--- src/hw/rtl/ssf_pkg.sv ---
// Shared types, constants and code points for the seven-segment text framer.
package ssf_pkg;

  localparam int DIGITS = 4;
  localparam int POS_W = 3;
  localparam int IDX_W = $clog2(DIGITS + 3);
  localparam int COLON_DIGIT = 1;

  localparam logic [7:0] ASCII_0 = 8'h30;
  localparam logic [7:0] ASCII_9 = 8'h39;
  localparam logic [7:0] ASCII_MINUS = 8'h2d;
  localparam logic [7:0] ASCII_COLON = 8'h3a;

  localparam logic [7:0] CMD_WRITE = 8'h40;
  localparam logic [7:0] CMD_ADDRESS = 8'hc0;
  localparam logic [7:0] CMD_CONTROL = 8'h80;
  localparam logic [3:0] CTRL_ON = 4'h8;
  localparam logic [3:0] MAX_LEVEL = 4'd8;
  localparam logic [7:0] MINUS_SEGMENTS = 8'h40;
  localparam logic [7:0] COLON_BIT = 8'h80;

  localparam logic [7:0] DIGIT_SEG [10] = '{
    8'h3f, 8'h06, 8'h5b, 8'h4f, 8'h66, 8'h6d, 8'h7d, 8'h07, 8'h7f, 8'h6f
  };

  typedef struct packed {
    logic [7:0] char_code;
    logic       end_of_text;
  } in_item_t;

  typedef struct packed {
    logic [7:0] bus_byte;
    logic       start_before;
    logic       stop_after;
    logic       frame_last;
  } out_item_t;

  // Digit 0 sits in the low byte.
  typedef logic [DIGITS-1:0][7:0] frame_t;

  typedef struct packed {
    logic full;
    logic empty;
  } q_status_t;

endpackage

--- src/hw/rtl/seven_segment_text_framer_top.sv ---
// Top level of the seven-segment text framer: front end, frame queue, byte sequencer.
// One character is taken per clock while the frame queue has room. A character marked
// end_of_text closes the text into a frame of DIGITS+3 bus bytes, which the sequencer
// hands out one byte per pop; the two-entry frame queue lets text for the next frame
// come in while a frame drains, and in_full rises only when two finished frames wait
// behind the one being sent.
module seven_segment_text_framer_top (
  input  logic                clk,
  input  logic                rst_n,
  input  logic                in_push,
  output logic                in_full,
  input  ssf_pkg::in_item_t   in_item,
  output logic                out_empty,
  input  logic                out_pop,
  output ssf_pkg::out_item_t  out_item,
  input  logic                cfg_valid,
  output logic                cfg_ready,
  input  logic [3:0]          cfg_data
);

  logic               accept;
  logic               frame_push;
  ssf_pkg::frame_t    frame_data;
  ssf_pkg::frame_t    q_data;
  ssf_pkg::q_status_t q_status;
  logic               q_pop;
  logic [3:0]         brightness_r;

  assign cfg_ready = 1'b1;
  assign in_full   = q_status.full;
  assign accept    = in_push && !q_status.full;

  always_ff @(posedge clk) begin
    if (!rst_n) begin
      brightness_r <= '0;
    end else if (cfg_valid && cfg_ready) begin
      brightness_r <= cfg_data;
    end
  end

  ssf_front u_front (
    .clk        (clk),
    .rst_n      (rst_n),
    .accept     (accept),
    .item       (in_item),
    .frame_push (frame_push),
    .frame_data (frame_data)
  );

  ssf_queue u_queue (
    .clk       (clk),
    .rst_n     (rst_n),
    .push      (frame_push),
    .push_data (frame_data),
    .pop       (q_pop),
    .pop_data  (q_data),
    .status    (q_status)
  );

  ssf_back u_back (
    .clk        (clk),
    .rst_n      (rst_n),
    .q_empty    (q_status.empty),
    .q_data     (q_data),
    .q_pop      (q_pop),
    .brightness (brightness_r),
    .out_empty  (out_empty),
    .out_pop    (out_pop),
    .out_item   (out_item)
  );

endmodule

--- src/hw/rtl/ssf_front.sv ---
// Front end: takes characters, builds the digit store and hands finished frames on.
module ssf_front (
  input  logic                clk,
  input  logic                rst_n,
  input  logic                accept,
  input  ssf_pkg::in_item_t   item,
  output logic                frame_push,
  output ssf_pkg::frame_t     frame_data
);

  logic [ssf_pkg::POS_W-1:0] pos_r, pos_nxt;
  ssf_pkg::frame_t           store_r, store_nxt;
  logic                      align_r, align_nxt;
  logic [ssf_pkg::POS_W-1:0] shift;
  logic [3:0]                seg_idx;

  assign seg_idx = 4'(item.char_code - ssf_pkg::ASCII_0);

  always_comb begin
    store_nxt = store_r;
    pos_nxt   = pos_r;
    align_nxt = align_r;
    if (pos_r < ssf_pkg::POS_W'(ssf_pkg::DIGITS)) begin
      case (item.char_code) inside
        [ssf_pkg::ASCII_0:ssf_pkg::ASCII_9]: begin
          for (int d = 0; d < ssf_pkg::DIGITS; d++) begin
            if (ssf_pkg::POS_W'(d) == pos_r) store_nxt[d] = ssf_pkg::DIGIT_SEG[seg_idx];
          end
          pos_nxt = pos_r + 1'b1;
        end
        ssf_pkg::ASCII_MINUS: begin
          for (int d = 0; d < ssf_pkg::DIGITS; d++) begin
            if (ssf_pkg::POS_W'(d) == pos_r) store_nxt[d] = ssf_pkg::MINUS_SEGMENTS;
          end
          pos_nxt = pos_r + 1'b1;
        end
        ssf_pkg::ASCII_COLON: begin
          // set the colon bit on digit COLON_DIGIT and go on at position 2 without right-alignment
          for (int d = 0; d < ssf_pkg::DIGITS; d++) begin
            if (d == ssf_pkg::COLON_DIGIT) store_nxt[d] = store_r[d] | ssf_pkg::COLON_BIT;
          end
          pos_nxt   = ssf_pkg::POS_W'(2);
          align_nxt = 1'b0;
        end
        default: ;
      endcase
    end
  end

  // right-align: move digits up by the number of unused positions
  assign shift = ssf_pkg::POS_W'(ssf_pkg::DIGITS) - pos_nxt;

  always_comb begin
    if (align_nxt && (pos_nxt < ssf_pkg::POS_W'(ssf_pkg::DIGITS))) begin
      frame_data = ssf_pkg::frame_t'(store_nxt << {shift, 3'b000});
    end else begin
      frame_data = store_nxt;
    end
  end

  assign frame_push = accept && item.end_of_text;

  always_ff @(posedge clk) begin
    if (!rst_n) begin
      pos_r   <= '0;
      store_r <= '0;
      align_r <= 1'b1;
    end else if (accept) begin
      if (item.end_of_text) begin
        pos_r   <= '0;
        store_r <= '0;
        align_r <= 1'b1;
      end else begin
        pos_r   <= pos_nxt;
        store_r <= store_nxt;
        align_r <= align_nxt;
      end
    end
  end

endmodule

--- src/hw/rtl/ssf_queue.sv ---
// Two-entry frame queue between the front end and the byte sequencer.
module ssf_queue (
  input  logic                clk,
  input  logic                rst_n,
  input  logic                push,
  input  ssf_pkg::frame_t     push_data,
  input  logic                pop,
  output ssf_pkg::frame_t     pop_data,
  output ssf_pkg::q_status_t  status
);

  ssf_pkg::frame_t entry_r [2];
  logic            wr_ptr_r, rd_ptr_r;
  logic [1:0]      count_r, count_nxt;
  logic            do_push, do_pop;

  assign status.full  = (count_r == 2'd2);
  assign status.empty = (count_r == 2'd0);
  assign do_push = push && !status.full;
  assign do_pop  = pop && !status.empty;
  assign pop_data = entry_r[rd_ptr_r];

  always_comb begin
    count_nxt = count_r;
    if (do_push && !do_pop) count_nxt = count_r + 2'd1;
    else if (do_pop && !do_push) count_nxt = count_r - 2'd1;
  end

  always_ff @(posedge clk) begin
    if (do_push) entry_r[wr_ptr_r] <= push_data;
  end

  always_ff @(posedge clk) begin
    if (!rst_n) begin
      wr_ptr_r <= 1'b0;
      rd_ptr_r <= 1'b0;
      count_r  <= '0;
    end else begin
      if (do_push) wr_ptr_r <= !wr_ptr_r;
      if (do_pop) rd_ptr_r <= !rd_ptr_r;
      count_r <= count_nxt;
    end
  end

endmodule

--- src/hw/rtl/ssf_back.sv ---
// Byte sequencer: walks one frame out as command, data and control bytes.
module ssf_back (
  input  logic                clk,
  input  logic                rst_n,
  input  logic                q_empty,
  input  ssf_pkg::frame_t     q_data,
  output logic                q_pop,
  input  logic [3:0]          brightness,
  output logic                out_empty,
  input  logic                out_pop,
  output ssf_pkg::out_item_t  out_item
);

  localparam logic [ssf_pkg::IDX_W-1:0] FIRST_DATA = ssf_pkg::IDX_W'(2);
  localparam logic [ssf_pkg::IDX_W-1:0] LAST_DATA  = ssf_pkg::IDX_W'(ssf_pkg::DIGITS + 1);
  localparam logic [ssf_pkg::IDX_W-1:0] CTRL_IDX   = ssf_pkg::IDX_W'(ssf_pkg::DIGITS + 2);

  logic                      busy_r, busy_nxt;
  logic [ssf_pkg::IDX_W-1:0] idx_r, idx_nxt;
  ssf_pkg::frame_t           frame_r;
  logic                      adv, fin;
  logic [3:0]                level;
  logic [7:0]                ctrl_byte;
  logic [7:0]                data_byte;

  assign level = (brightness > ssf_pkg::MAX_LEVEL) ? ssf_pkg::MAX_LEVEL : brightness;
  assign ctrl_byte = ssf_pkg::CMD_CONTROL |
                     ((level != 4'd0) ? {4'd0, ssf_pkg::CTRL_ON + level - 4'd1} : 8'd0);

  always_comb begin
    data_byte = '0;
    for (int d = 0; d < ssf_pkg::DIGITS; d++) begin
      if (idx_r == ssf_pkg::IDX_W'(d + 2)) data_byte = frame_r[d];
    end
  end

  always_comb begin
    out_item = '0;
    if (idx_r == '0) begin
      out_item.bus_byte     = ssf_pkg::CMD_WRITE;
      out_item.start_before = 1'b1;
      out_item.stop_after   = 1'b1;
    end else if (idx_r == ssf_pkg::IDX_W'(1)) begin
      out_item.bus_byte     = ssf_pkg::CMD_ADDRESS;
      out_item.start_before = 1'b1;
    end else if (idx_r >= FIRST_DATA && idx_r <= LAST_DATA) begin
      out_item.bus_byte   = data_byte;
      out_item.stop_after = (idx_r == LAST_DATA);
    end else begin
      out_item.bus_byte     = ctrl_byte;
      out_item.start_before = 1'b1;
      out_item.stop_after   = 1'b1;
      out_item.frame_last   = 1'b1;
    end
  end

  assign out_empty = !busy_r;
  assign adv   = busy_r && out_pop;
  assign fin   = adv && (idx_r == CTRL_IDX);
  // next frame loads right behind the control byte of the previous one
  assign q_pop = !q_empty && (!busy_r || fin);

  always_comb begin
    busy_nxt = busy_r;
    idx_nxt  = idx_r;
    if (q_pop) begin
      busy_nxt = 1'b1;
      idx_nxt  = '0;
    end else if (fin) begin
      busy_nxt = 1'b0;
    end else if (adv) begin
      idx_nxt = idx_r + 1'b1;
    end
  end

  always_ff @(posedge clk) begin
    if (q_pop) frame_r <= q_data;
  end

  always_ff @(posedge clk) begin
    if (!rst_n) begin
      busy_r <= 1'b0;
      idx_r  <= '0;
    end else begin
      busy_r <= busy_nxt;
      idx_r  <= idx_nxt;
    end
  end

endmodule
--- config.mk ---
export PLATFORM = sky130hd
export DESIGN_NAME = seven_segment_text_framer_top
export DESIGN_NICKNAME = d
export VERILOG_FILES = /design/src/hw/rtl/ssf_pkg.sv /design/src/hw/rtl/seven_segment_text_framer_top.sv /design/src/hw/rtl/ssf_front.sv /design/src/hw/rtl/ssf_queue.sv /design/src/hw/rtl/ssf_back.sv
export SDC_FILE = /design/constraint.sdc
export NUM_CORES = 1
export LEC_CHECK = 0
export BUFFER_PORTS_ARGS = -buffer_cell sky130_fd_sc_hd__buf_2
export CELL_PAD_IN_SITES_DETAIL_PLACEMENT = 0
export CELL_PAD_IN_SITES_GLOBAL_PLACEMENT = 1
export CORE_ASPECT_RATIO = 1.2
export CORE_MARGIN = 5
export CORE_UTILIZATION = 52
export CTS_BUF_LIST = sky130_fd_sc_hd__clkbuf_4 sky130_fd_sc_hd__clkbuf_8
export CTS_CLUSTER_DIAMETER = 60
export DETAILED_ROUTE_END_ITERATION = 8
export GPL_TIMING_DRIVEN = 0
export MAX_ROUTING_LAYER = met4
export PLACE_DENSITY = 0.79
export SLEW_MARGIN = 15
export SYNTH_ARGS = -nofsm -noshare
export SYNTH_HDL_FRONTEND = slang
export SYNTH_HIERARCHICAL = 1
export SYNTH_SLANG_ARGS = --single-unit
--- constraint.sdc ---
create_clock -name clk -period 5.52 [get_ports clk]
set_clock_uncertainty 0.1 [all_clocks]
set_input_delay 0.552 -clock clk [delete_from_list [all_inputs] [get_ports clk]]
set_output_delay 0.552 -clock clk [all_outputs]
set_load 0.02 [all_outputs]
==> results.cfg <==
[synth]
synth_cell_types = 79
ys_ff_latch = 145
ys.flop_type = edfxtp_1
seq_area_frac_synth_pct = 53.5
synth.cell_area_um2 = 7220
synth_edf_count = 96
synth-async-reset-ratio_pct = 0
synth.net_count = 666
synth_cells = 629
synth.avg_cell_area_um2 = 11.5
ys_warn_count = 6

[final_layout]
fin_area_um2 = 8020
antennaDiodeCount = 0
final_common_cell = edfxtp_1
syn2layout_area_growth_pct = 11.1
layout_common_cells = edfxtp_1, dfxtp_1, nor2_1
drive_gt1_share_pct = 18.5
utilization_pct = 58.5
nNetsFinal = 716

[critical_path]
crit_path_frequent_cell = ha_1
crit_family = compound AO/OA/AOI/OAI gates
worstPathRequired_ns = 5.66
arrival_ns = 4.48
path_class = primary input to flop
reg2reg_from = u_front/pos_r[2]
critPathMaxStageDelay_ns = 0.50
crit_path_start = in_item[1]
critPathMaxFanout = 10
path_depth = 14
reg2reg_slack_ns = 1.55
slowest_stage = a2111oi_4
cp-end-kind = flop
crit_chain = buf_2 > inv_1 > ha_1 > nand2b_2 > a2111oi_4 > o21ai_0 > nor2_2 > o21bai_1 > ha_1 > clkbuf_1 > o211a_1 > nand2_1 > o22a_1 > o21ai_1
cp-start-kind = primary input
rr_worst_depth = 10
worst-path-buf-inv = 3

[job]
maxCapViolCount = 0

[pwr]
comb_power_share_pct = 23.3
p_per_area_nw_per_um2 = 359
sw_frac_of_total_pct = 31.5
p_int_uw = 1970
leakage_uw = 0.00274
pwr-share-clk_pct = 26.7
p_seq_share_pct = 50.0
switching_power_uw = 905
irDropWorstVdd_v = 0.000234

[routing]
wirelength_mm = 16.7
drt-pass1-iter-count = 6
drtIter0Drc = 558
wl_per_cell_um = 19.4
drc = 0
viasPerCell = 5.97
ant_nets = 0
vias = 5148

[grt]
grt_max_degree = 33
grt_antenna_before_repair = 0
grt_pass1_wl_mm = 27.0
grt_usage_pct = 21.2
grt-ovfl-total = 0
first_global_vias = 5250

[sta]
period_share_pct = 78.5
min_period_ns = 4.33
worst_slew_pin_slew_ns = 0.840
rsz0062_at_grt = false
max_freq_mhz = 231
setup_viol = 0
hold_violations = 0
tns_ns = 0
slew_viol_final = 0
relSlewSlack_pct = 43.8

[die]
die_y_um = 139
pin_count = 32
die_area_um2 = 16300
rows = 47
die_x_um = 118
start_util_pct = 52.7
core_area_um2 = 13700

[clock_network]
cts_sinks = 145
cts-root-buf = clkbuf_8
cts_tree = built
numCtsBuffers = 17
clock_path_buffers = 2
cts.clk_slew.worst_paths_ns = 0.09
clk_latency_ns = 0.44
cts_hold_buf = 0
post-cts-setup-buffer-count = 0
htreeDepth = 4
cts_resized = 0

[placed_design]
dpl_cell_area_um2 = 7650
numPortBuffers = 28
routabilityCongestion = 0.934
hpwl_mm = 12.6

[min_path]
whs_path_depth = 3
hp-start = cfg_data[3]
hold_class = primary input to flop

[status]
status = completed
[cell families (layout without fill, tap and decap cells)]
logic type      after synthesis  after routing  share of synthesized area, %
other cells                   1              1                        0.0519
xor+xnor                      6              6                         0.728
compound gates              184            184                          18.6
simple gates                171            171                          12.8
flops                       145            145                          53.5
fa+ha+maj                    19             19                          3.29
mux                          45             45                          6.98
buf+inv                      58            121                          3.97
[final timing paths]
| check | endpoint |
|---|---|
| worst min register to register | u_front/store_r[31] |
| worst max register to register | u_queue/entry_r[1][21] |
| worst max-delay path | u_queue/entry_r[1][21] |
| worst min-delay path | brightness_r[3] |
[synthesized netlist by cell type (17+ instances only)]
master	instances	area share, %
a21oi_1	32	2.2
a22oi_1	20	2.1
clkbuf_1	17	0.88
nor2_1	43	2.2
and2_1	23	2.0
inv_1	21	1.1
nand2_1	29	1.5
ha_1	19	3.3
dfxtp_1	49	14
mux2_2	28	4.4
nor2b_1	28	2.4
edfxtp_1	96	40
[power by group through the flow]
stage | logic (µW) | registers, µW | clock network (µW)
floorplan | 461 | 1450 | 0
global placement | 602 | 1470 | 0
detailed placement | 670 | 1460 | 0
CTS | 675 | 1440 | 791
global route | 733 | 1450 | 845
finish | 669 | 1440 | 769
[per-layer routing]
metal | wire, µm | global-route usage, %
met3 | 807 | 4.24
met2 | 8800 | 37.0
met1 | 6350 | 22.8
met5 | 0 | -
met4 | 747 | 10.9
[flip-flops by register name (all words and copies together) (netlist names), named ones only]
name	flops
brightness_r	4
u_queue/wr_ptr_r	1
u_back/busy_r	1
u_back/idx_r	3
u_back/frame_r	32
u_front/pos_r	3
u_front/store_r	32
u_queue/count_r	2
u_queue/rd_ptr_r	1
u_front/align_r	1
u_queue/entry_r	64
[worst min-delay path: stages]
cell     delay, ns
buf_2         0.08
mux2i_1       0.05
nor2b_1       0.10
[area by class of cell]
cell class              count  area (µm²)
plain buffers              33         190
clock buffers              17         234
clock inverters            15         138
fillers                  1177        5680
inverters                  25        96.3
multi-input cells         426        3090
flip-flops and latches    145        3860
well taps                 171         214
repair buffers             31         194
[per-stage QoR]
step / setup slack (ns) / hold slack (ns) / cells / total power [µW]
after detailed placement: 0.751 / 0.351 / 831 / 2130
after global placement: 0.855 / 0.346 / 828 / 2070
after floorplan: 1.69 / 0.326 / 629 / 1910
after global routing: 0.934 / 0.248 / 863 / 3030
after CTS: 1.22 / 0.248 / 863 / 2900
final: 1.19 / 0.266 / 863 / 2870
Power figures use the tool's default switching activity.
